## src/rtl/bte_pkg.sv

```systemverilog
// Shared types, constants and the byte rendering function.
// Used by every module of the binary-to-text block; depends on nothing.
`default_nettype none

package bte_pkg;

  localparam int COL_W       = 18;
  localparam int LINE_W      = 17;
  localparam logic [COL_W-1:0]  COL_MAX  = {COL_W{1'b1}};
  localparam logic [LINE_W-1:0] LINE_MAX = {LINE_W{1'b1}};

  localparam int TEXT_MAX    = 7;
  localparam int LEN_W       = $clog2(TEXT_MAX + 1);
  localparam int SEQ_MAX     = TEXT_MAX + 2;
  localparam int SEQ_W       = $clog2(SEQ_MAX + 1);

  localparam int QUEUE_DEPTH = 4;
  localparam int QPTR_W      = $clog2(QUEUE_DEPTH);
  localparam int QCNT_W      = $clog2(QUEUE_DEPTH + 1);

  localparam int CFG_INDEX_W = 3;
  localparam int CFG_DATA_W  = 16;

  // register indexes
  localparam logic [CFG_INDEX_W-1:0] CFG_LINE_LENGTH     = 3'd0;
  localparam logic [CFG_INDEX_W-1:0] CFG_PAGE_LINES      = 3'd1;
  localparam logic [CFG_INDEX_W-1:0] CFG_GRAPHICS_MODE   = 3'd2;
  localparam logic [CFG_INDEX_W-1:0] CFG_CODE_PRINTABLES = 3'd3;
  localparam logic [CFG_INDEX_W-1:0] CFG_CODE_CONTROLS   = 3'd4;
  localparam logic [CFG_INDEX_W-1:0] CFG_NUMBER_FORMAT   = 3'd5;

  // graphics modes
  localparam logic [1:0] GFX_ESC       = 2'd1;
  localparam logic [1:0] GFX_BACKSLASH = 2'd2;

  // number formats; six and seven fall back to long hex
  localparam logic [2:0] FMT_LONG_HEX  = 3'd0;
  localparam logic [2:0] FMT_SHORT_HEX = 3'd1;
  localparam logic [2:0] FMT_LONG_DEC  = 3'd2;
  localparam logic [2:0] FMT_SHORT_DEC = 3'd3;
  localparam logic [2:0] FMT_LONG_OCT  = 3'd4;
  localparam logic [2:0] FMT_SHORT_OCT = 3'd5;

  localparam logic [7:0] CH_LF    = 8'h0A;
  localparam logic [7:0] CH_FF    = 8'h0C;
  localparam logic [7:0] CH_ESC   = 8'h1B;
  localparam logic [7:0] CH_GS    = 8'h1D;
  localparam logic [7:0] CH_US    = 8'h1F;
  localparam logic [7:0] CH_SP    = 8'h20;
  localparam logic [7:0] CH_LB    = 8'h5B;
  localparam logic [7:0] CH_BSL   = 8'h5C;
  localparam logic [7:0] CH_RB    = 8'h5D;
  localparam logic [7:0] CH_DEL   = 8'h7F;

  localparam int NAME_COUNT = 39;
  localparam logic [5:0] NAME_IDX_LB  = 6'd34;
  localparam logic [5:0] NAME_IDX_RB  = 6'd36;
  localparam logic [5:0] NAME_IDX_DEL = 6'd38;
  localparam logic [8*NAME_COUNT-1:0] NAME1 = "NSSEEEABBHLVFCSSDDDDDNSECESEFGRUS.L.R.D";
  localparam logic [8*NAME_COUNT-1:0] NAME2 = "UOTTONCESTFTFROILCCCCAYTAMUSSSSSP.B.B.E";
  localparam logic [8*NAME_COUNT-1:0] NAME3 = "LHXXTQKL        E1234KNBN BC     . . .L";

  typedef logic [TEXT_MAX-1:0][7:0] text_t;

  typedef struct packed {
    logic             nl;
    logic             ff;
    logic [LEN_W-1:0] len;
    text_t            text;
  } desc_t;

  typedef struct packed {
    logic not_empty;
    logic full;
  } qstat_t;

  typedef struct packed {
    logic [LEN_W-1:0] len;
    text_t            text;
  } render_t;

  function automatic logic [7:0] name_pick(input logic [8*NAME_COUNT-1:0] tbl,
                                           input logic [5:0] idx);
    return tbl[8*(NAME_COUNT - 1 - int'(idx)) +: 8];
  endfunction

  function automatic logic [7:0] digit_char(input logic [3:0] d);
    return (d < 4'd10) ? (8'h30 + {4'b0, d}) : (8'h37 + {4'b0, d});
  endfunction

  // Text form of one byte: a name, the byte itself, or a numeric code.
  function automatic render_t render(input logic [7:0] b, input logic code_printables,
                                     input logic code_controls, input logic [2:0] fmt);
    render_t     r;
    logic        ctrl;
    logic        numeric;
    logic [5:0]  idx;
    logic [7:0]  n3;
    logic [1:0]  hund;
    logic [7:0]  rem8;
    logic [14:0] prod;
    logic [3:0]  tens;
    logic [6:0]  units7;
    logic [3:0]  units;
    logic [3:0]  hi;
    logic [3:0]  lo;
    logic [3:0]  o2;
    logic [3:0]  o1;
    logic [3:0]  o0;
    r       = '0;
    ctrl    = (b <= CH_SP) || (b == CH_LB) || (b == CH_RB) || (b == CH_DEL);
    numeric = b[7] || (ctrl ? code_controls : code_printables);
    hi      = b[7:4];
    lo      = b[3:0];
    o2      = {2'b0, b[7:6]};
    o1      = {1'b0, b[5:3]};
    o0      = {1'b0, b[2:0]};
    hund    = (b >= 8'd200) ? 2'd2 : ((b >= 8'd100) ? 2'd1 : 2'd0);
    rem8    = b - ((hund == 2'd2) ? 8'd200 : ((hund == 2'd1) ? 8'd100 : 8'd0));
    // divide by ten through the reciprocal, exact below 100
    prod    = {8'b0, rem8[6:0]} * 15'd205;
    tens    = prod[14:11];
    units7  = rem8[6:0] - {tens, 3'b0} - {2'b0, tens, 1'b0};
    units   = units7[3:0];
    idx     = (b == CH_LB) ? NAME_IDX_LB : ((b == CH_RB) ? NAME_IDX_RB :
              ((b == CH_DEL) ? NAME_IDX_DEL : b[5:0]));
    n3      = name_pick(NAME3, idx);
    if (!numeric && !ctrl) begin
      r.text[0] = b;
      r.len     = 3'd1;
    end else if (!numeric) begin
      r.text[0] = "[";
      r.text[1] = name_pick(NAME1, idx);
      r.text[2] = name_pick(NAME2, idx);
      if (n3 != " ") begin
        r.text[3] = n3;
        r.text[4] = "]";
        r.len     = 3'd5;
      end else begin
        r.text[3] = "]";
        r.len     = 3'd4;
      end
    end else begin
      r.text[0] = "[";
      case (fmt)
        FMT_SHORT_HEX: begin
          r.text[1] = "0";
          r.text[2] = "x";
          if (hi != 4'd0) begin
            r.text[3] = digit_char(hi);
            r.text[4] = digit_char(lo);
            r.text[5] = "]";
            r.len     = 3'd6;
          end else begin
            r.text[3] = digit_char(lo);
            r.text[4] = "]";
            r.len     = 3'd5;
          end
        end
        FMT_LONG_DEC: begin
          r.text[1] = "0";
          r.text[2] = "d";
          r.text[3] = digit_char({2'b0, hund});
          r.text[4] = digit_char(tens);
          r.text[5] = digit_char(units);
          r.text[6] = "]";
          r.len     = 3'd7;
        end
        FMT_SHORT_DEC: begin
          if (hund != 2'd0) begin
            r.text[1] = digit_char({2'b0, hund});
            r.text[2] = digit_char(tens);
            r.text[3] = digit_char(units);
            r.text[4] = "]";
            r.len     = 3'd5;
          end else if (tens != 4'd0) begin
            r.text[1] = digit_char(tens);
            r.text[2] = digit_char(units);
            r.text[3] = "]";
            r.len     = 3'd4;
          end else begin
            r.text[1] = digit_char(units);
            r.text[2] = "]";
            r.len     = 3'd3;
          end
        end
        FMT_LONG_OCT: begin
          r.text[1] = "0";
          r.text[2] = "o";
          r.text[3] = digit_char(o2);
          r.text[4] = digit_char(o1);
          r.text[5] = digit_char(o0);
          r.text[6] = "]";
          r.len     = 3'd7;
        end
        FMT_SHORT_OCT: begin
          r.text[1] = "0";
          if (o2 != 4'd0) begin
            r.text[2] = digit_char(o2);
            r.text[3] = digit_char(o1);
            r.text[4] = digit_char(o0);
            r.text[5] = "]";
            r.len     = 3'd6;
          end else if (o1 != 4'd0) begin
            r.text[2] = digit_char(o1);
            r.text[3] = digit_char(o0);
            r.text[4] = "]";
            r.len     = 3'd5;
          end else begin
            r.text[2] = digit_char(o0);
            r.text[3] = "]";
            r.len     = 3'd4;
          end
        end
        default: begin
          r.text[1] = "0";
          r.text[2] = "x";
          r.text[3] = digit_char(hi);
          r.text[4] = digit_char(lo);
          r.text[5] = "]";
          r.len     = 3'd6;
        end
      endcase
    end
    return r;
  endfunction

endpackage

`default_nettype wire

```

## src/rtl/bte_if.sv

```systemverilog
// Channel interfaces: input bytes, output characters, register writes.
// Depends on bte_pkg for the configuration widths.
`default_nettype none

interface bte_feed_if;
  logic       valid;
  logic       ready;
  logic       func;
  logic [7:0] data_byte;
  modport source (output valid, output func, output data_byte, input ready);
  modport sink (input valid, input func, input data_byte, output ready);
endinterface

interface bte_text_if;
  logic       valid;
  logic       ready;
  logic [7:0] out_char;
  logic       last;
  modport source (output valid, output out_char, output last, input ready);
  modport sink (input valid, input out_char, input last, output ready);
endinterface

interface bte_cfg_if;
  logic                             valid;
  logic                             ready;
  logic [bte_pkg::CFG_INDEX_W-1:0]  index;
  logic [bte_pkg::CFG_DATA_W-1:0]   data;
  modport source (output valid, output index, output data, input ready);
  modport sink (input valid, input index, input data, output ready);
endinterface

`default_nettype wire

```

## src/rtl/bte_front.sv

```systemverilog
// Front end: registers, column and line counters, byte rendering.
// Depends on bte_pkg and bte_if; feeds descriptors to bte_queue.
`default_nettype none

module bte_front (
  input  wire logic           clk,
  input  wire logic           rst,
  bte_feed_if.sink            feed,
  bte_cfg_if.sink             cfg,
  input  wire bte_pkg::qstat_t qstat,
  output logic                push,
  output bte_pkg::desc_t      entry
);

  logic [15:0] line_length;
  logic [15:0] page_lines;
  logic [1:0]  graphics_mode;
  logic        code_printables;
  logic        code_controls;
  logic [2:0]  number_format;

  logic [bte_pkg::COL_W-1:0]  column_count;
  logic [bte_pkg::COL_W-1:0]  column_count_next;
  logic [bte_pkg::LINE_W-1:0] line_count;
  logic [bte_pkg::LINE_W-1:0] line_count_next;

  bte_pkg::render_t           rend;
  logic                       gfx_break;
  logic [bte_pkg::COL_W:0]    sum1;
  logic [bte_pkg::COL_W:0]    sum2;
  logic [bte_pkg::COL_W-1:0]  col1;
  logic [bte_pkg::COL_W-1:0]  col2;
  logic [bte_pkg::LINE_W-1:0] line1;
  logic                       wrap;
  logic                       page;

  assign cfg.ready  = 1'b1;
  assign feed.ready = !qstat.full;
  assign push       = feed.valid && !qstat.full;

  always_ff @(posedge clk) begin
    if (rst) begin
      line_length     <= 16'd72;
      page_lines      <= 16'd0;
      graphics_mode   <= 2'd0;
      code_printables <= 1'b0;
      code_controls   <= 1'b0;
      number_format   <= 3'd0;
    end else if (cfg.valid) begin
      case (cfg.index)
        bte_pkg::CFG_LINE_LENGTH:     line_length     <= cfg.data;
        bte_pkg::CFG_PAGE_LINES:      page_lines      <= cfg.data;
        bte_pkg::CFG_GRAPHICS_MODE:   graphics_mode   <= cfg.data[1:0];
        bte_pkg::CFG_CODE_PRINTABLES: code_printables <= cfg.data[0];
        bte_pkg::CFG_CODE_CONTROLS:   code_controls   <= cfg.data[0];
        bte_pkg::CFG_NUMBER_FORMAT:   number_format   <= cfg.data[2:0];
        default: ;
      endcase
    end
  end

  always_comb begin
    rend      = bte_pkg::render(feed.data_byte, code_printables, code_controls,
                                number_format);
    gfx_break = ((graphics_mode == bte_pkg::GFX_ESC) &&
                 ((feed.data_byte == bte_pkg::CH_ESC) || (feed.data_byte == bte_pkg::CH_GS) ||
                  (feed.data_byte == bte_pkg::CH_US))) ||
                ((graphics_mode == bte_pkg::GFX_BACKSLASH) &&
                 (feed.data_byte == bte_pkg::CH_BSL));
    // saturating adds on the column count
    sum1 = {1'b0, column_count} + {3'b0, line_length};
    col1 = gfx_break ? (sum1[bte_pkg::COL_W] ? bte_pkg::COL_MAX : sum1[bte_pkg::COL_W-1:0])
                     : column_count;
    sum2 = {1'b0, col1} + {{(bte_pkg::COL_W + 1 - bte_pkg::LEN_W){1'b0}}, rend.len};
    col2 = sum2[bte_pkg::COL_W] ? bte_pkg::COL_MAX : sum2[bte_pkg::COL_W-1:0];
    wrap = (line_length != 16'd0) && ({2'b0, line_length} < col2);
    line1 = (line_count < bte_pkg::LINE_MAX) ? (line_count + 17'd1) : line_count;
    page = wrap && (page_lines != 16'd0) && ({1'b0, page_lines} < line1);

    column_count_next = column_count;
    line_count_next   = line_count;
    entry             = '0;
    if (feed.func) begin
      column_count_next = '0;
      line_count_next   = 17'd1;
      entry.nl          = 1'b1;
    end else begin
      entry.nl   = wrap;
      entry.ff   = page;
      entry.len  = rend.len;
      entry.text = rend.text;
      if (page) begin
        column_count_next = {{(bte_pkg::COL_W - bte_pkg::LEN_W){1'b0}}, rend.len} + 18'd1;
        line_count_next   = 17'd1;
      end else if (wrap) begin
        column_count_next = {{(bte_pkg::COL_W - bte_pkg::LEN_W){1'b0}}, rend.len};
        line_count_next   = line1;
      end else begin
        column_count_next = col2;
      end
    end
  end

  always_ff @(posedge clk) begin
    if (rst) begin
      column_count <= '0;
      line_count   <= 17'd1;
    end else if (push) begin
      column_count <= column_count_next;
      line_count   <= line_count_next;
    end
  end

endmodule

`default_nettype wire

```

## src/rtl/bte_queue.sv

```systemverilog
// Short descriptor queue between the front and back ends.
// Depends on bte_pkg.
`default_nettype none

module bte_queue (
  input  wire logic            clk,
  input  wire logic            rst,
  input  wire logic            push,
  input  wire bte_pkg::desc_t  entry,
  input  wire logic            pop,
  output bte_pkg::desc_t       head,
  output bte_pkg::qstat_t      qstat
);

  bte_pkg::desc_t              slots [bte_pkg::QUEUE_DEPTH];
  logic [bte_pkg::QPTR_W-1:0]  wr_ptr;
  logic [bte_pkg::QPTR_W-1:0]  rd_ptr;
  logic [bte_pkg::QCNT_W-1:0]  count;

  assign head            = slots[rd_ptr];
  assign qstat.not_empty = (count != '0);
  assign qstat.full      = (count == bte_pkg::QCNT_W'(bte_pkg::QUEUE_DEPTH));

  always_ff @(posedge clk) begin
    if (push) begin
      slots[wr_ptr] <= entry;
    end
  end

  always_ff @(posedge clk) begin
    if (rst) begin
      wr_ptr <= '0;
      rd_ptr <= '0;
      count  <= '0;
    end else begin
      if (push) begin
        wr_ptr <= wr_ptr + 1'b1;
      end
      if (pop) begin
        rd_ptr <= rd_ptr + 1'b1;
      end
      case ({push, pop})
        2'b10:   count <= count + 1'b1;
        2'b01:   count <= count - 1'b1;
        default: count <= count;
      endcase
    end
  end

endmodule

`default_nettype wire

```

## src/rtl/bte_back.sv

```systemverilog
// Back end: walks the head descriptor one character a cycle into the output register while the receiver is ready.
// Depends on bte_pkg and bte_if; pops bte_queue.
`default_nettype none

module bte_back (
  input  wire logic            clk,
  input  wire logic            rst,
  input  wire bte_pkg::desc_t  head,
  input  wire bte_pkg::qstat_t qstat,
  output logic                 pop,
  bte_text_if.source           text
);

  logic [bte_pkg::SEQ_W-1:0] pos;
  logic [bte_pkg::SEQ_W-1:0] total;
  logic [bte_pkg::SEQ_W-1:0] offset;
  logic [bte_pkg::SEQ_W-1:0] tpos;
  logic                      load;
  logic                      at_end;
  logic [7:0]                ch;

  logic       out_valid;
  logic [7:0] out_char;
  logic       out_last;

  assign text.valid    = out_valid;
  assign text.out_char = out_char;
  assign text.last     = out_last;

  always_comb begin
    offset = {{(bte_pkg::SEQ_W - 1){1'b0}}, head.nl} + {{(bte_pkg::SEQ_W - 1){1'b0}}, head.ff};
    total  = offset + {{(bte_pkg::SEQ_W - bte_pkg::LEN_W){1'b0}}, head.len};
    tpos   = pos - offset;
    load   = qstat.not_empty && (!out_valid || text.ready);
    at_end = (pos == total - 1'b1);
    pop    = load && at_end;
    if (pos < {{(bte_pkg::SEQ_W - 1){1'b0}}, head.nl}) begin
      ch = bte_pkg::CH_LF;
    end else if (pos < offset) begin
      ch = bte_pkg::CH_FF;
    end else begin
      ch = head.text[tpos[bte_pkg::LEN_W-1:0]];
    end
  end

  always_ff @(posedge clk) begin
    if (load) begin
      out_char <= ch;
      out_last <= at_end;
    end
  end

  always_ff @(posedge clk) begin
    if (rst) begin
      out_valid <= 1'b0;
      pos       <= '0;
    end else begin
      if (load) begin
        out_valid <= 1'b1;
        pos       <= at_end ? '0 : (pos + 1'b1);
      end else if (text.ready) begin
        out_valid <= 1'b0;
      end
    end
  end

endmodule

`default_nettype wire

```

## src/rtl/binary_to_editable_text_top.sv

```systemverilog
// Top level of the binary-to-editable-text converter.
// Depends on bte_pkg, bte_if, bte_front, bte_queue and bte_back.
//
// Turns a stream of raw bytes into editable text, one character per output
// word, with last set on the final character each input word causes. A data
// word (func 0) yields one to seven text characters, preceded by a newline
// and possibly a form feed when the line or page would overflow, so one to
// nine output words in all; an end word (func 1) yields a lone newline and
// resets the column and line counts. The front end takes an input word in
// every cycle that the four-entry descriptor queue has room, and the output
// register emits one character per cycle while the receiver is ready, so the
// character sequencer sets the sustained rate. The first character of a word
// passes through the descriptor queue and then the output register.
// Registers are written through the cfg channel, which is always ready;
// write them only while no output is still pending.
`default_nettype none

module binary_to_editable_text_top (
  input  wire logic   clk,
  input  wire logic   rst,
  bte_feed_if.sink    feed,
  bte_cfg_if.sink     cfg,
  bte_text_if.source  text
);

  // descriptor handed from the front end to the queue
  bte_pkg::desc_t  entry;
  bte_pkg::desc_t  head;
  bte_pkg::qstat_t qstat;
  logic            push;
  logic            pop;

  // Classify and count: one word per cycle while the queue has room.
  bte_front u_front (
    .clk   (clk),
    .rst   (rst),
    .feed  (feed),
    .cfg   (cfg),
    .qstat (qstat),
    .push  (push),
    .entry (entry)
  );

  // Hold up to four pending words so either side can stall alone.
  bte_queue u_queue (
    .clk   (clk),
    .rst   (rst),
    .push  (push),
    .entry (entry),
    .pop   (pop),
    .head  (head),
    .qstat (qstat)
  );

  // Emit characters; drop the head once its last character is registered.
  bte_back u_back (
    .clk   (clk),
    .rst   (rst),
    .head  (head),
    .qstat (qstat),
    .pop   (pop),
    .text  (text)
  );

endmodule

`default_nettype wire

```

## src/flat_wrapper.sv

```systemverilog
// flat-port wrapper written by rule: the top's interface ports become plain ports
module binary_to_editable_text_top_flat 
  (clk, rst, feed_valid, feed_func, feed_data_byte, feed_ready, cfg_valid, cfg_index, cfg_data, cfg_ready, text_valid, text_out_char, text_last, text_ready);
  bte_feed_if feed_i ();
  bte_cfg_if cfg_i ();
  bte_text_if text_i ();
  input  wire logic clk;
  input  wire logic rst;
  input wire logic [$bits(feed_i.valid)-1:0] feed_valid;
  input wire logic [$bits(feed_i.func)-1:0] feed_func;
  input wire logic [$bits(feed_i.data_byte)-1:0] feed_data_byte;
  output wire logic [$bits(feed_i.ready)-1:0] feed_ready;
  input wire logic [$bits(cfg_i.valid)-1:0] cfg_valid;
  input wire logic [$bits(cfg_i.index)-1:0] cfg_index;
  input wire logic [$bits(cfg_i.data)-1:0] cfg_data;
  output wire logic [$bits(cfg_i.ready)-1:0] cfg_ready;
  output wire logic [$bits(text_i.valid)-1:0] text_valid;
  output wire logic [$bits(text_i.out_char)-1:0] text_out_char;
  output wire logic [$bits(text_i.last)-1:0] text_last;
  input wire logic [$bits(text_i.ready)-1:0] text_ready;
  assign feed_i.valid = feed_valid;
  assign feed_i.func = feed_func;
  assign feed_i.data_byte = feed_data_byte;
  assign feed_ready = feed_i.ready;
  assign cfg_i.valid = cfg_valid;
  assign cfg_i.index = cfg_index;
  assign cfg_i.data = cfg_data;
  assign cfg_ready = cfg_i.ready;
  assign text_valid = text_i.valid;
  assign text_out_char = text_i.out_char;
  assign text_last = text_i.last;
  assign text_i.ready = text_ready;
  binary_to_editable_text_top u_core (.clk(clk), .rst(rst), .feed(feed_i), .cfg(cfg_i), .text(text_i));
endmodule
```

## config.mk

```make
export PLATFORM = sky130hd
export DESIGN_NAME = binary_to_editable_text_top_flat
export DESIGN_NICKNAME = d
export VERILOG_FILES = /design/src/rtl/bte_pkg.sv /design/src/rtl/bte_if.sv /design/src/rtl/bte_front.sv /design/src/rtl/bte_queue.sv /design/src/rtl/bte_back.sv /design/src/rtl/binary_to_editable_text_top.sv /design/src/flat_wrapper.sv
export SDC_FILE = /design/constraint.sdc
export NUM_CORES = 1
export LEC_CHECK = 0
export ABC_CLOCK_PERIOD_IN_PS = 12900
export BUFFER_PORTS_ARGS = -buffer_cell sky130_fd_sc_hd__buf_2
export CORE_ASPECT_RATIO = 0.5
export CORE_MARGIN = 3
export CORE_UTILIZATION = 51
export DETAILED_ROUTE_END_ITERATION = 7
export PLACE_DENSITY = 0.71
export SYNTH_ARGS = -nofsm -noshare
export SYNTH_HDL_FRONTEND = slang
export SYNTH_SLANG_ARGS = --single-unit
```

## constraint.sdc

```tcl
create_clock -name clk -period 12.9 [get_ports clk]
set_input_delay 2.58 -clock clk [delete_from_list [all_inputs] [get_ports clk]]
set_output_delay 2.58 -clock clk [all_outputs]
set_load 0.02 [all_outputs]
```

# == Yosys cells after proc, flatten, opt, wreduce, memory -nomap -nowiden ==
# Memory sizes are Yosys's and may differ from the RTL's. A register that Yosys moved wholly into a read port is not among the register bits.
# Cells that the tools add are included.
# totals
out_inout_bits,12
romBits,0
inputBits,33
mem_bits_rw,244
mem_count,1
latchBits,0
ff_bits,95
# op_classes
n_addsub,33
n_eq_ne,26
order_cmp,17
bitwise_logic,0
div,0
n_mux,67
shifts,3
mul,1
reduce_logical,42
# memory_table
memory,words,word_bits,read_ports,rd_ports_with_merged_regs,wr,line,source
u_core.u_queue.slots,4,61,1,1,1,bte_queue.sv:15,bte_pkg::desc_t slots [bte_pkg::QUEUE_DEPTH];
# ops
cell,count
$shiftx A312 B10 Y8 const A,3
$pmux W31 S5,1
$mux W7,17
$mux W18,6
$mux W17,4
$mux W15,4
$mux W60,1
$add A6 B4 Y7 const A,8
$mux W47,1
$mux W23,2
$mux W39,1
$pmux W7 S5,1
$eq A8 B7 Y1 const B,4
$reduce_bool A16 Y1,2
$add A6 B2 Y7 const A,4
$add A6 B3 Y7 const A,4
$bmux W8 S3,1
$eq A8 B5 Y1 const B,3
$mux W8,3
$add A18 B16 Y19,1
$add A18 B3 Y19,1
$lt A16 B18 Y1,1
$mux W3,6
$mux W6,3
45 further kinds,107

# == Longest topological paths before layout ==
# Gate-level depths: netlist of run 1.
# depth
word_depth,22
mapped_depth,53
depth_no_buf,50

# == Hierarchy ==
# Synthesis of run 1 repeated with hierarchy kept, for this count alone.
# unflattened
cells_unflattened,1949
area_unflattened_um2,20856.3
# modules_own_cells
module,instances,area_each_um2,cells_each,seq_area_each_um2
bte_front,1,10276.1,1467,1481.4
bte_queue,1,9296.4,362,7507.2
bte_back,1,1283.7,120,370.4

# == Worst setup path before layout of run 1 ==
# OpenSTA, ideal clock, no wires.
# synth_timing
path_type,input port to flip-flop
from,input feed_data_byte[5]
to,"memory u_core.u_queue.slots[0][59] (netlist bit), data pin"
arrival_ns,12.202
path_buffers,4
setup_ns,0.209
t_required_ns,12.691
path_stages,52
slack_ns,0.489
cell_sequence,clkbuf_1 inv_1 ha_1 nand2_1 a31oi_1 nor2_1 ha_1 inv_1 fa_1 o21a_1 nor2_1 xnor2_1 xnor2_1 ha_1 ha_1 fa_1 inv_1 fa_1 [16 not listed] nand2_1 nor3_4 nand2_2 nor2b_1 buf_2 nor2_1 ha_1 a21oi_1 nor2b_1 o21ai_0 nand2b_1 a21oi_1 o21ai_0 a221o_1 o221ai_2 buf_2 nand2_1 nor3b_1
# synth_rtl
element,line,source
from (decl),flat_wrapper.sv:11,input wire logic [$bits(feed_i.data_byte)-1:0] feed_data_byte;
to (decl),bte_queue.sv:15,

# == Final worst setup path of run 1 ==
# layout_timing
from,input feed_data_byte[4]
to,register u_core.u_front.line_count[4] (netlist bit)
# layout_between
elab_chain_cells,22
word_cells_on_any_way,61
cone_classes,add/sub: 3; mul: 1; order compare: 4; eq/ne: 10; shift: 1; mux: 21; reduce/logical: 21
# layout_rtl
element,line,source
$ge A8 B7 Y1,bte_pkg.sv:118,hund = (b >= 8'd200) ? 2'd2 : ((b >= 8'd100) ? 2'd1 : 2'd0);
$mux W1,bte_pkg.sv:118,
$mux W2,bte_pkg.sv:118,
$eq A2 B1 Y1,bte_pkg.sv:119,rem8 = b - ((hund == 2'd2) ? 8'd200 : ((hund == 2'd1) ? 8'd100 : 8'd0));
$mux W7 (2 in a row),bte_pkg.sv:119,
$sub A7 B7 Y7,bte_pkg.sv:119,
$mul A7 B8 Y15,bte_pkg.sv:121,"prod = {8'b0, rem8[6:0]} * 15'd205;"
$reduce_bool A4 Y1,bte_pkg.sv:176,end else if (tens != 4'd0) begin
[4 not listed],n/a,
$mux W3,bte_pkg.sv:128,if (!numeric && !ctrl) begin
$add A18 B3 Y19 *,bte_front.sv:74,"sum2 = {1'b0, col1} + {{(bte_pkg::COL_W + 1 - bte_pkg::LEN_W){1'b0}}, rend.len};"
$mux W18 *,bte_front.sv:75,col2 = sum2[bte_pkg::COL_W] ? bte_pkg::COL_MAX : sum2[bte_pkg::COL_W-1:0];
$lt A16 B18 Y1 *,bte_front.sv:76,"wrap = (line_length != 16'd0) && ({2'b0, line_length} < col2);"
$logic_and A1 B1 Y1 *,bte_front.sv:76,
$logic_and A1 B1 Y1 (2 in a row),bte_front.sv:78,"page = wrap && (page_lines != 16'd0) && ({1'b0, page_lines} < line1);"
$reduce_bool A3 Y1 (no line) / $mux W17 (equally long branches),n/a,
$reduce_and A2 Y1 (no line) / $mux W17 (equally long branches),n/a,
to (signal assigned),bte_front.sv:110,line_count <= line_count_next;
to (decl),bte_front.sv:24,logic [bte_pkg::LINE_W-1:0] line_count;
# Mark *: on every way between the ends. The rest lies on a longest branch, timed or not.
# A chain may end at the register's enable or synchronous reset.

==> results of run 1 <==
[area by class of cell]
type	count	area, um^2
fillers	3114	15600
repair buffers	93	594
clock buffers	44	800
clock inverters	6	56.3
flip-flops and latches	293	7920
inverters	78	293
well taps	484	606
multi-input cells	1415	10300
[path summary, 6_finish.rpt]
path,startpoint,endpoint,cells after the start
worst min register to register,u_core.u_back.text.valid,u_core.u_back.text.valid,2
worst max register to register,u_core.u_front.line_length[0],u_core.u_front.line_count[4],28
worst max-delay path,feed_data_byte[4],u_core.u_front.line_count[4],52
worst min-delay path,u_core.u_back.text.valid,u_core.u_back.text.valid,2
[cell usage in the layout (no fill, tap or decap), drive strengths merged, types with 23 or more instances in the layout]
cell,n
xnor2,46
a211oi,28
o21ai,109
xor2,24
a31oi,31
nor2,173
nand4,23
clkbuf,44
nand3,39
dfxtp,88
nand2,203
inv,79
nor3,41
ha,115
a21oi,153
mux4,56
o211ai,30
buf,93
edfxtp,205
[synthesized netlist by cell type (all sizes together), types with 6 or more instances]
library cell  count  area share
nand3            39       0.011
edfxtp          205        0.33
a21oi           153       0.042
a22oi            11      0.0044
ha              115       0.076
nand2           203       0.041
a41oi             6      0.0028
o221ai           11      0.0054
buf              27      0.0077
inv              76       0.015
or2              10      0.0033
a21o             13      0.0052
or3              13      0.0043
xnor2            46       0.022
dfxtp            88       0.093
nor4             21      0.0078
a211oi           28       0.012
nand2b           22      0.0073
nor3             41       0.012
o211ai           30       0.012
o21a             10      0.0040
nor2b            17      0.0056
nand4            23      0.0076
o211a             7      0.0037
a221oi            9      0.0042
a211o             6      0.0028
and2             16      0.0054
o31ai            13      0.0052
mux2i            15      0.0082
xor2             24       0.011
o21ai           109       0.030
o22ai            13      0.0056
nor2            173       0.035
o22a              6      0.0028
a31oi            31       0.010
clkbuf           74       0.015
mux4             56       0.067
and3             16      0.0053
fa               14       0.015
a311oi            6      0.0028
[power groups by stage]
stage                     sequential [mW]  combinational (mW)  clock, mW
after global placement               1.14                1.55          0
final                                1.12                1.61      0.773
after floorplan                      1.15                1.10          0
after CTS                            1.12                1.57      0.789
after global routing                 1.13                1.76      0.827
after detailed placement             1.14                1.56          0
[cells by family after synthesis]
family	count (synthesis)
and+or+nand+nor	620
AOI/OAI and AO/OA	517
DFF	293
buffers and inverters	179
adders and majority gates	129
muxes	73
xor gates and xnor gates	71
other	2
[state kept, by name (all words and copies together), names as in the netlist, named ones only]
| register | flops |
|---|---|
| u_core.u_back.text.valid | 1 |
| u_core.u_front.line_count | 17 |
| u_core.u_back.text.last | 1 |
| u_core.u_back.text.out_char | 8 |
| u_core.u_front.line_length | 16 |
| u_core.u_queue.count | 3 |
| u_core.u_front.number_format | 3 |
| u_core.u_front.page_lines | 16 |
| u_core.u_back.pos | 4 |
| u_core.u_queue.slots | 196 |
| u_core.u_front.column_count | 18 |
| u_core.u_front.code_printables | 1 |
| u_core.u_front.code_controls | 1 |
| u_core.u_queue.rd_ptr | 2 |
| u_core.u_front.graphics_mode | 2 |
| u_core.u_queue.wr_ptr | 2 |
[metal layers]
| layer | vias up | track usage | wire length [um] |
|---|---|---|---|
| met5 | - | 0 | 0 |
| met4 | 0 | 0.0688 | 1380 |
| met3 | 109 | 0.0413 | 3620 |
| met2 | 589 | 0.420 | 23700 |
| met1 | 7466 | 0.361 | 22600 |
| li1 | 7171 | - | - |
[worst reg2reg max path, delay by kind of cell (launching register included)]
| kind | cells | cell delay, ns |
|---|---|---|
| simple gates | 9 | 1.62 |
| fa+ha+maj | 4 | 1.22 |
| flops | 1 | 0.44 |
| compound gates | 13 | 3.15 |
| buf+inv | 2 | 0.31 |
[per-stage QoR]
step	setup WS, ns	instance area (um^2)	power [mW]	utilization	TNS [ns]
after floorplan	0.489	18900	2.25	-	0
after global placement	0.154	19600	2.68	0.543	0
after detailed placement	-0.155	19600	2.70	0.543	-1.36
after CTS	0.420	20500	3.48	0.566	0
after global routing	0.0325	20600	3.71	0.568	0
final	0.838	20600	3.51	0.568	0
[repair_timing]
item	in CTS	in global routing
setup buffers	0	3
endpoints found under the setup margin	0	43
resized for setup	0	9
==> impl_metrics.py, run 1 <==
metrics = {
    "sta": {
        "fin_worst_skew_ns": 0.0106,
        "hold_slack_ns": 0.477,
        "maxClockFrequency_ghz": 0.0829,
        "final-setup-viol-count": 0,
        "timing.final.crit_period_ns": 12.06,
        "maxSlewViolCount": 0,
        "max-slew-margin-rel": 0.304,
        "grt_setup_unrepaired": "no",
        "worst_pin_slew_ns": 1.04,
        "finalCritPeriodShare": 0.935,
        "report.final.hold_viol_count": 0,
    },
    "global_route": {
        "grt_pass1_vias": 14600,
        "grt_pass1_wl_mm": 81.4,
        "overflow": 0,
        "grt_antenna_before_repair": 0,
        "grt_max_degree": 62,
        "track_usage": 0.257,
    },
    "synthesis": {
        "syn_area_per_cell_um2": 10.0,
        "muxShareOfSynthArea": 0.0763,
        "yosys.cell_types.count": 100,
        "synth_cells": 1884,
        "yosys.area_share.simple": 0.157,
        "synth_edf_count": 205,
        "post_synthesis_adder_cell_area_fraction": 0.0912,
        "synth-main-ff-cell": "sky130_fd_sc_hd__edfxtp_1",
        "number_of_synthesis_warnings": 0,
        "synth-compound-area-share": 0.183,
        "ys_seq_area_frac": 0.420,
        "flip_flop_and_latch_count_after_synthesis": 293,
        "synthXorXnorAreaFrac": 0.0345,
        "synth.cell_area_um2": 18900,
        "synth_top_family_by_area": "compound AO/OA/AOI/OAI gates",
        "asyncSetResetFlopFracSynth": 0,
    },
    "clock_tree": {
        "tritoncts": "done",
        "cts_htree_levels": 1,
        "worst_skew_pair.late_latency_ns": 0.56,
        "clock-root-buffer": "sky130_fd_sc_hd__clkbuf_16",
        "cts_hold_repair.buffers": 0,
        "cts.reportedPaths.clkPinSlew_ns": 0.06,
        "cts_inserted_buffers": 27,
        "clock_sinks": 293,
        "ctsLongestPathBuffers": 3,
    },
    "final_layout": {
        "area_growth_pct": 9.05,
        "antenna-diode-count": 0,
        "layout.cells.non_filler": 2413,
        "fin_nets": 2070,
        "layout-drive-gt1-share": 0.130,
    },
    "floorplanning": {
        "die_y_um": 142,
        "initial_core_util": 0.521,
        "die_w_um": 278,
        "die-area_um2": 39400,
        "core_region_area_um2": 36200,
        "boundaryPins": 45,
        "std_cell_rows": 49,
    },
    "critical_path": {
        "worst_path_most_repeated_cell": "sky130_fd_sc_hd__ha_1",
        "setup.reg_to_reg.worst_slack_ns": 6.05,
        "worst_path_slowest_cell": "sky130_fd_sc_hd__fa_1",
        "slowest_stage_delay_on_critical_path_ns": 0.51,
        "worst_setup_path_end_kind": "flop",
        "arrival_ns": 12.49,
        "worst-setup-path-type": "input pin to flop",
        "critical_path.n_buffers_inverters": 8,
        "critical_path_peak_fanout": 14,
        "critical-path-top-delay-family": "adder cells",
        "setup.worst_path.start_class": "input pin",
        "worst_ep_required_time_ns": 13.33,
    },
    "routing": {
        "drtAntennaViolNets": 0,
        "wl_per_cell_um": 21.3,
        "drcViolationCount": 0,
        "drt-initial-drc-count": 1528,
        "routed_via_count": 15300,
        "drtPass1Iterations": 6,
        "avgViaCountPerCell": 6.36,
        "route.final.wire_length_mm": 51.3,
    },
    "job": {
        "max-cap-violations": 0,
    },
    "power_and_ir_drop": {
        "switching_power_mw": 1.38,
        "power_density_nw_per_um2": 171,
        "netSwitchingFraction": 0.394,
        "internal_power_mw": 2.12,
        "ir_drop_mv": 0.142,
        "pwr-share-seq": 0.319,
        "leakagePower_nw": 7.43,
        "clockPowerShare": 0.221,
        "comb_power_share": 0.460,
    },
    "place": {
        "routability_driven_placement_congestion_ratio": 1.00,
        "buffer_ports.inserted": 43,
        "hpwl_mm": 36.8,
        "dpl.cell_count": 2360,
    },
    "worst_hold_path": {
        "worst_min_delay_path_category": "flop to flop",
    },
    "status": {
        "run_status": "finished, final reports clean",
    },
}
Note: power is estimated with default switching activity, not from simulation.
==> inputs of run 2 (changes only) <==
- CORE_ASPECT_RATIO: 0.5 -> 0.9
- SKIP_CTS_REPAIR_TIMING: default -> 1
==> impl_metrics.py, run 2 (synthesis gave the netlist of run 1 again) <==
metrics = {
    "job": {
        "max-cap-violations": 0,
    },
    "place": {
        "buffer_ports.inserted": 43,
        "hpwl_mm": 38.9,
        "routability_driven_placement_congestion_ratio": 0.989,
    },
    "global_route": {
        "grt_max_degree": 62,
        "grt_pass1_vias": 14700,
        "met2_usage": 0.399,
        "grt_pass1_wl_mm": 84.1,
        "global_route.usage.met1": 0.412,
        "grt_antenna_before_repair": 0,
        "track_usage": 0.266,
        "top_usage_layer": "met1",
        "overflow": 0,
        "grt_use_met3": 0.0448,
    },
    "critical_path": {
        "slowest_stage_delay_on_critical_path_ns": 0.51,
        "arrival_ns": 12.51,
        "critical_path_peak_fanout": 17,
        "setup.worst_path.start_class": "input pin",
        "worst-setup-path-type": "input pin to flop",
        "worst_setup_path_end_kind": "flop",
        "worst_ep_required_time_ns": 13.35,
        "worst_path_slowest_cell": "sky130_fd_sc_hd__fa_1",
        "worst_path_most_repeated_cell": "sky130_fd_sc_hd__ha_1",
    },
    "routing": {
        "wl_per_cell_um": 22.2,
        "drtAntennaViolNets": 0,
        "route.final.wire_length_mm": 53.5,
        "routed_via_count": 15600,
        "avgViaCountPerCell": 6.48,
        "drtPass1Iterations": 5,
        "drt-initial-drc-count": 1888,
        "drcViolationCount": 0,
    },
    "final_layout": {
        "fin_util": 0.567,
        "area_growth_pct": 9.34,
        "top_register": "u_core.u_queue.slots",
        "fin_nets": 2072,
        "largest_registers": "u_core.u_queue.slots: 196 flops, u_core.u_front.column_count: 18 flops, u_core.u_front.line_count: 17 flops",
        "layout-drive-gt1-share": 0.129,
        "antenna-diode-count": 0,
        "most_frequent_cells_in_the_layout": "sky130_fd_sc_hd__edfxtp_1, sky130_fd_sc_hd__nand2_1, sky130_fd_sc_hd__nor2_1",
        "max_ffs_per_register": 196,
        "commonest_non_fill_non_tap_cell_in_the_layout": "sky130_fd_sc_hd__edfxtp_1",
    },
    "power_and_ir_drop": {
        "ir_drop_mv": 0.154,
        "report.power.total_mw": 3.57,
        "power_density_nw_per_um2": 173,
        "leakagePower_nw": 7.45,
    },
    "sta": {
        "worst_pin_slew_ns": 1.29,
        "report.final.hold_viol_count": 0,
        "maxClockFrequency_ghz": 0.0829,
        "max-slew-margin-rel": 0.134,
        "finalCritPeriodShare": 0.935,
        "fin_worst_skew_ns": 0.0138,
        "final-setup-viol-count": 0,
        "maxSlewViolCount": 0,
        "timing.final.crit_period_ns": 12.06,
        "grt_setup_unrepaired": "no",
    },
    "status": {
        "run_status": "finished, final reports clean",
    },
    "floorplanning": {
        "std_cell_rows": 66,
        "core_region_area_um2": 36300,
        "die_y_um": 188,
        "initial_core_util": 0.519,
        "die-area_um2": 39300,
        "boundaryPins": 45,
        "die_w_um": 209,
    },
    "clock_tree": {
        "cts.reportedPaths.clkPinSlew_ns": 0.07,
        "clock_sinks": 293,
        "clock-root-buffer": "sky130_fd_sc_hd__clkbuf_16",
        "cts_inserted_buffers": 28,
        "tritoncts": "done",
        "cts_htree_levels": 1,
        "ctsLongestPathBuffers": 3,
        "worst_skew_pair.late_latency_ns": 0.57,
    },
    "worst_hold_path": {
        "worst_min_delay_path_category": "flop to flop",
    },
}
[run 2: cell count changes in the layout (fill, tap and decap cells not counted), moves of 2 or more]
cell                         before  now
sky130_fd_sc_hd__buf_4           49   51
sky130_fd_sc_hd__clkinv_1         2    7
sky130_fd_sc_hd__clkbuf_8         6    1
sky130_fd_sc_hd__clkbuf_1        11    4
sky130_fd_sc_hd__bufinv_16        0    4
sky130_fd_sc_hd__clkinvlp_4       0    2
sky130_fd_sc_hd__clkinvlp_2       0    2
[run 2: stage by stage]
step	hold WS, ns	setup slack (ns)	instances	instance area (um^2)	setup TNS [ns]
after floorplan	0.450	0.489	1887	18900	0
after global placement	0.460	0.00769	2354	19600	0
after detailed placement	0.469	-0.261	2354	19600	-4.31
after CTS	0.480	0.277	2405	20600	0
after global routing	0.516	0.141	2407	20600	0
final	0.475	0.844	2407	20600	0
[run 2: area by class of cell]
cell class / instances / area (um^2)
multi-input cells: 1415 / 10300
flip-flops and latches: 293 / 7920
clock buffers: 33 / 729
fillers: 3098 / 15700
repair buffers: 94 / 598
inverters: 78 / 293
well taps: 476 / 596
clock inverters: 18 / 221
[run 2: path summary, 6_finish.rpt]
check                                  to                          start  slack [ns]  cells past startpoint
max          u_core.u_front.line_count[0]              feed_data_byte[4]        0.84                     49
min reg2reg      u_core.u_back.text.valid       u_core.u_back.text.valid        0.48                      2
min              u_core.u_back.text.valid       u_core.u_back.text.valid        0.48                      2
max reg2reg  u_core.u_front.line_count[0]  u_core.u_front.line_length[0]        6.09                     27
[run 2: power breakdown]
part           leakage (nW)  total (mW)  switching, mW  internal (mW)
combinational          4.37        1.61           1.01          0.599
sequential             2.64        1.12         0.0266           1.09
clock                 0.450       0.842          0.355          0.487
[run 2: worst max-delay path: cells and delay by family]
| kind | cells | cell delay, ns |
|---|---|---|
| AOI/OAI and AO/OA | 17 | 3.54 |
| xor gates and xnor gates | 2 | 0.38 |
| adders and majority gates | 11 | 3.48 |
| buffers and inverters | 7 | 0.85 |
| and+or+nand+nor | 12 | 1.67 |
[run 2: per-layer routing]
| metal | routed length [um] | up-vias |
|---|---|---|
| met3 | 4760 | 69 |
| li1 | - | 7174 |
| met5 | 0 | - |
| met2 | 23200 | 713 |
| met1 | 24800 | 7646 |
| met4 | 781 | 0 |
